--- src/design/lqe_pkg.sv ---
// Shared widths and codes for the line quad expander.
// No dependencies; used by the square root and divider pipelines and the top level.
package lqe_pkg;

	localparam int COORD_W = 32;
	localparam int WID_W   = 31;
	localparam int LANES   = 3;
	localparam int MAG_W   = 30;
	localparam int RAD_W   = 62;
	localparam int ROOT_W  = 31;
	localparam int NUM_W   = 62;
	localparam int DEN_W   = 32;
	localparam int QUO_W   = 31;

	typedef enum logic [1:0] {
		CORNER_START_PLUS = 2'd0,
		CORNER_END_PLUS   = 2'd1,
		CORNER_END_MINUS  = 2'd2,
		CORNER_START_MINUS = 2'd3
	} corner_t;

endpackage

--- src/design/lqe_isqrt.sv ---
// Pipelined integer square root, one result bit per stage, with sideband.
// Depends on lqe_pkg for the radicand and root widths.
module lqe_isqrt #(
	parameter int SIDE_W = 8
) (
	input  logic                          clk,
	input  logic                          arst_n,
	input  logic                          in_valid,
	output logic                          in_ready,
	input  logic [lqe_pkg::RAD_W-1:0]     in_rad,
	input  logic [SIDE_W-1:0]             in_side,
	output logic                          out_valid,
	input  logic                          out_ready,
	output logic [lqe_pkg::ROOT_W-1:0]    out_root,
	output logic [SIDE_W-1:0]             out_side
);

	localparam int STEPS = lqe_pkg::ROOT_W;
	localparam int REM_W = lqe_pkg::ROOT_W + 2;

	logic                         v_s    [0:STEPS-1];
	logic                         rdy    [0:STEPS-1];
	logic [lqe_pkg::RAD_W-1:0]    x_s    [0:STEPS-1];
	logic [REM_W-1:0]             rem_s  [0:STEPS-1];
	logic [lqe_pkg::ROOT_W-1:0]   root_s [0:STEPS-1];
	logic [SIDE_W-1:0]            side_s [0:STEPS-1];

	for (genvar i = 0; i < STEPS; i++) begin : g_step
		logic                        pv;
		logic [lqe_pkg::RAD_W-1:0]   px;
		logic [REM_W-1:0]            prem;
		logic [lqe_pkg::ROOT_W-1:0]  proot;
		logic [SIDE_W-1:0]           pside;
		logic [REM_W+1:0]            t;
		logic [REM_W+1:0]            trial;
		logic                        ge;

		if (i == 0) begin : g_first
			assign pv    = in_valid;
			assign px    = in_rad;
			assign prem  = '0;
			assign proot = '0;
			assign pside = in_side;
		end else begin : g_next
			assign pv    = v_s[i-1];
			assign px    = x_s[i-1];
			assign prem  = rem_s[i-1];
			assign proot = root_s[i-1];
			assign pside = side_s[i-1];
		end

		if (i == STEPS - 1) begin : g_rlast
			assign rdy[i] = !v_s[i] || out_ready;
		end else begin : g_rmid
			assign rdy[i] = !v_s[i] || rdy[i+1];
		end

		assign t     = {prem, px[lqe_pkg::RAD_W-1 -: 2]};
		assign trial = (REM_W+2)'({proot, 2'b01});
		assign ge    = t >= trial;

		always_ff @(posedge clk or negedge arst_n) begin
			if (!arst_n) begin
				v_s[i] <= 1'b0;
			end else if (rdy[i]) begin
				v_s[i] <= pv;
			end
		end

		always_ff @(posedge clk) begin
			if (rdy[i]) begin
				x_s[i]    <= {px[lqe_pkg::RAD_W-3:0], 2'b00};
				rem_s[i]  <= ge ? REM_W'(t - trial) : REM_W'(t);
				root_s[i] <= {proot[lqe_pkg::ROOT_W-2:0], ge};
				side_s[i] <= pside;
			end
		end
	end

	assign in_ready  = rdy[0];
	assign out_valid = v_s[STEPS-1];
	assign out_root  = root_s[STEPS-1];
	assign out_side  = side_s[STEPS-1];

endmodule

--- config.mk ---
export PLATFORM = sky130hd
export DESIGN_NAME = lqe_isqrt
export DESIGN_NICKNAME = d
export VERILOG_FILES = /design/src/design/lqe_pkg.sv /design/src/design/lqe_isqrt.sv
export SDC_FILE = /design/constraint.sdc
export NUM_CORES = 2
export LEC_CHECK = 0
export BUFFER_PORTS_ARGS = -buffer_cell sky130_fd_sc_hd__buf_4
export CAP_MARGIN = 20
export CORE_MARGIN = 2
export CORE_UTILIZATION = 26
export DETAILED_ROUTE_END_ITERATION = 8
export PLACE_DENSITY_LB_ADDON = 0.25
export SYNTH_ARGS = -nofsm -noshare
export SYNTH_HDL_FRONTEND = slang
export SYNTH_MEMORY_MAX_BITS = 65536
export SYNTH_SLANG_ARGS = --single-unit
--- constraint.sdc ---
create_clock -name clk -period 53.2 [get_ports clk]
set_clock_uncertainty 0.1 [all_clocks]
set_input_delay 10.64 -clock clk [delete_from_list [all_inputs] [get_ports clk]]
set_output_delay 10.64 -clock clk [all_outputs]
set_load 0.1 [all_outputs]
==> qor.yml <==
run_status:
  outcome: "finished, final reports clean"
min_path:
  hold_path_class: "reg -> reg"
  min_from: "x_s[0][951]$_DFFE_PP_"
setup_path:
  arrival_ps: 15880
  worstPathMaxFanout: 41
  r2r_start: "out_valid$_DFFE_PN0P_"
  worstPathRequired_ps: 42460
  worstSetupPathType: "in -> out"
  crit_start: "out_ready"
  cp-start-kind: "input pin"
  cp-end-kind: "primary output"
yosys:
  syn_inst: 8580
  async_reset_ff_share_pct: 1.17
  synth.top_cell.area_share_pct: 67.1
  yosysSeqAreaShare_pct: 67.8
  ys_ff_latch: 2647
  syn-num-nets: 9182
  synth-edff-count: 2616
  ys_types: 96
  netlist_area_um2: 117000
  synth-warning-count: 0
  syn_area_per_cell_um2: 13.6
  ys.flop_type: "edfxtp_1"
  yosys-top-cells-area: "edfxtp_1 (67%), ha_1 (5.6%), xor2_1 (3.0%)"
  yosys.area.top_type: "edfxtp_1"
floorplanning:
  coreArea_um2: 449000
  start_util_pct: 26.1
  ios: 115
  die_w_um: 675
  num_rows: 246
  die-area_um2: 456000
  die_y_um: 675
layout:
  final_nets: 9531
  utilization_pct: 30.1
  instances_no_fill: 15109
  seqCellArea_um2: 79300
  area_growth_syn_to_layout_pct: 15.5
  multi_input_area_um2: 35000
  nFillCells: 44626
  layout-drive-gt1-share_pct: 7.98
  layout_common_cells: "edfxtp_1 (2616), inv_1 (653), nand2_1 (581), ha_1 (528), nor2_1 (485)"
  mostFrequentLayoutCell: "edfxtp_1"
power:
  p_int_mw: 4.19
  power_frac_clock_pct: 34.7
  power.total_mw: 5.67
  ir_drop_uv: 24.8
  powerDensity_nw_per_um2: 42.0
  power_frac_seq_pct: 51.7
  p_comb_share_pct: 13.6
  switchingPower_mw: 1.48
  power_switching_share_pct: 26.1
  leakage_nw: 53.2
sta:
  holdWs_ps: 247
  period_share_pct: 50.0
  worstMarginPinSlew_ps: 1110
  max_freq_mhz: 37.6
  relSlewSlack_pct: 24.6
  maxSlewViolCount: 0
  rsz0062_at_grt: "false"
  hold_viol: 0
  finalSetupViolCount: 0
  fin_tns_setup_ps: 0
  period_needed_ps: 26620
global_route:
  grt_pass1_vias: 66961
  gr-total-overflow: 0
  grt_max_degree: 90
  grt_pass1_wl_um: 365000
  gr-usage-all-layers_pct: 9.80
  antenna_found_initial: 5
route:
  wl_per_cell_um: 15.0
  first_iter_violations: 3699
  ant_nets: 0
  vias_per_cell: 4.33
  wl_um: 227000
  drt_pass1_iterations: 7
  drc: 0
  vias: 65350
placement:
  place.gp.congestion: 0.858
  post-dp-hpwl_um: 170000
  numPlacedInstances: 14577
  portBuffers: 114
clock_network:
  h-tree-depth: 5
  cts-root-buf: "clkbuf_16"
  cts_inserted_buffers: 293
  cts_setup_buffers: 0
  cts.sinks: 2647
  cts_hold_buf: 0
  clkLatencyLatePin_ps: 920
  path_clk_slew_ps: 60
  cts_tree: "built"
  cts_resized: 0
  cts_max_path_buffers: 4
job:
  drv_cap: 0
[power groups by stage]
stage	logic (mW)	clock network (mW)	registers (mW)
2_1_floorplan	0.586	0	2.90
3_3_place_gp	0.756	0	2.97
3_5_place_dp	0.774	0	2.98
4_1_cts	0.778	2.05	2.94
5_1_grt	0.875	2.13	2.97
6_report	0.773	1.97	2.93
[cell usage after synthesis (14+ instances only)]
| cell type | count |
|---|---|
| edfxtp_1 | 2616 |
| o21ai_0 | 292 |
| nand3b_1 | 23 |
| nor3b_1 | 17 |
| or2_2 | 39 |
| o211ai_1 | 17 |
| nor2b_1 | 83 |
| nor3_1 | 241 |
| nor2_1 | 486 |
| xor2_1 | 395 |
| dfrtp_1 | 31 |
| a21oi_1 | 456 |
| a31oi_1 | 36 |
| and2_1 | 37 |
| or3_1 | 82 |
| a211oi_1 | 31 |
| nand4_1 | 71 |
| o21a_1 | 118 |
| o21ai_1 | 144 |
| xnor2_1 | 371 |
| a21o_1 | 196 |
| o31ai_1 | 64 |
| inv_1 | 663 |
| nand2_1 | 590 |
| mux2_1 | 33 |
| or4_1 | 38 |
| ha_1 | 528 |
| nand2b_1 | 156 |
| nor4_1 | 109 |
| a21boi_1 | 14 |
| mux2_2 | 34 |
| o21bai_1 | 41 |
| clkbuf_1 | 105 |
| or2_1 | 18 |
| and3_1 | 44 |
| nand3_1 | 131 |
[flip-flops by register name, indices dropped and copies added (netlist names)]
signal     cells
g_step.pv     30
out_valid      1
rem_s        942
root_s       496
side_s       248
x_s          930
[layout make-up]
| cell class | count | share of cell area, % |
|---|---|---|
| Sequential cell | 2647 | 58.7 |
| Multi-Input combinational cell | 5136 | 25.9 |
| Clock buffer | 367 | 5.79 |
| Tap cell | 5952 | 5.51 |
| Inverter | 671 | 1.87 |
| Clock inverter | 154 | 1.15 |
| Timing Repair Buffer | 180 | 1.11 |
| Antenna cell | 2 | 0.00370 |
[metrics by stage]
step           worst slack [ps]  instance area [µm²]
2_1_floorplan             20720               117000
3_3_place_gp              26440               126000
3_5_place_dp              26400               126000
4_1_cts                   26390               135000
5_1_grt                   26020               135000
6_report                  26580               135000
[critical path: stages]
cell,delay (ps)
buf_4,110
nor2b_1,470
nand2_4,180
nor2_1,370
nand2_4,210
nor3_1,550
and2_1,500
clkinv_2,640
nor2_1,800
nand3_4,440
nor2_1,430
nand2_4,220
buf_4,290
[kinds of logic (layout without fill, tap and decap cells)]
group | Yosys count | count (layout) | share of synthesized area (%)
and+or+nand+nor | 2216 | 2216 | 9.36
DFF | 2647 | 2647 | 67.8
other | 1 | 3 | 0.00320
buffers and inverters | 797 | 1372 | 2.57
adders and majority gates | 528 | 528 | 5.64
AOI/OAI and AO/OA | 1546 | 1546 | 8.17
xor gates and xnor gates | 766 | 766 | 5.73
muxes | 79 | 79 | 0.747
[worst paths after layout]
| kind | end | slack (ps) | cells past startpoint |
|---|---|---|---|
| max in group asynchronous | g_step[2].pv$_DFFE_PN0P_ | 42940 | 1 |
| worst min-delay path | x_s[1][53]$_DFFE_PP_ | 250 | 0 |
| worst max-delay path | in_ready | 26580 | 13 |
| worst min register to register | x_s[1][53]$_DFFE_PP_ | 250 | 0 |
| worst max register to register | x_s[0][51]$_DFFE_PP_ | 47080 | 12 |
| min in group asynchronous | out_valid$_DFFE_PN0P_ | 9590 | 1 |
[metal layers]
metal | track usage [%] | wire [µm]
met2 | 17.5 | 113000
met1 | 11.8 | 96500
met4 | 3.73 | 8280
met5 | 0 | 0
met3 | 1.55 | 8560
No activity file was read; power rests on OpenSTA's default activity.
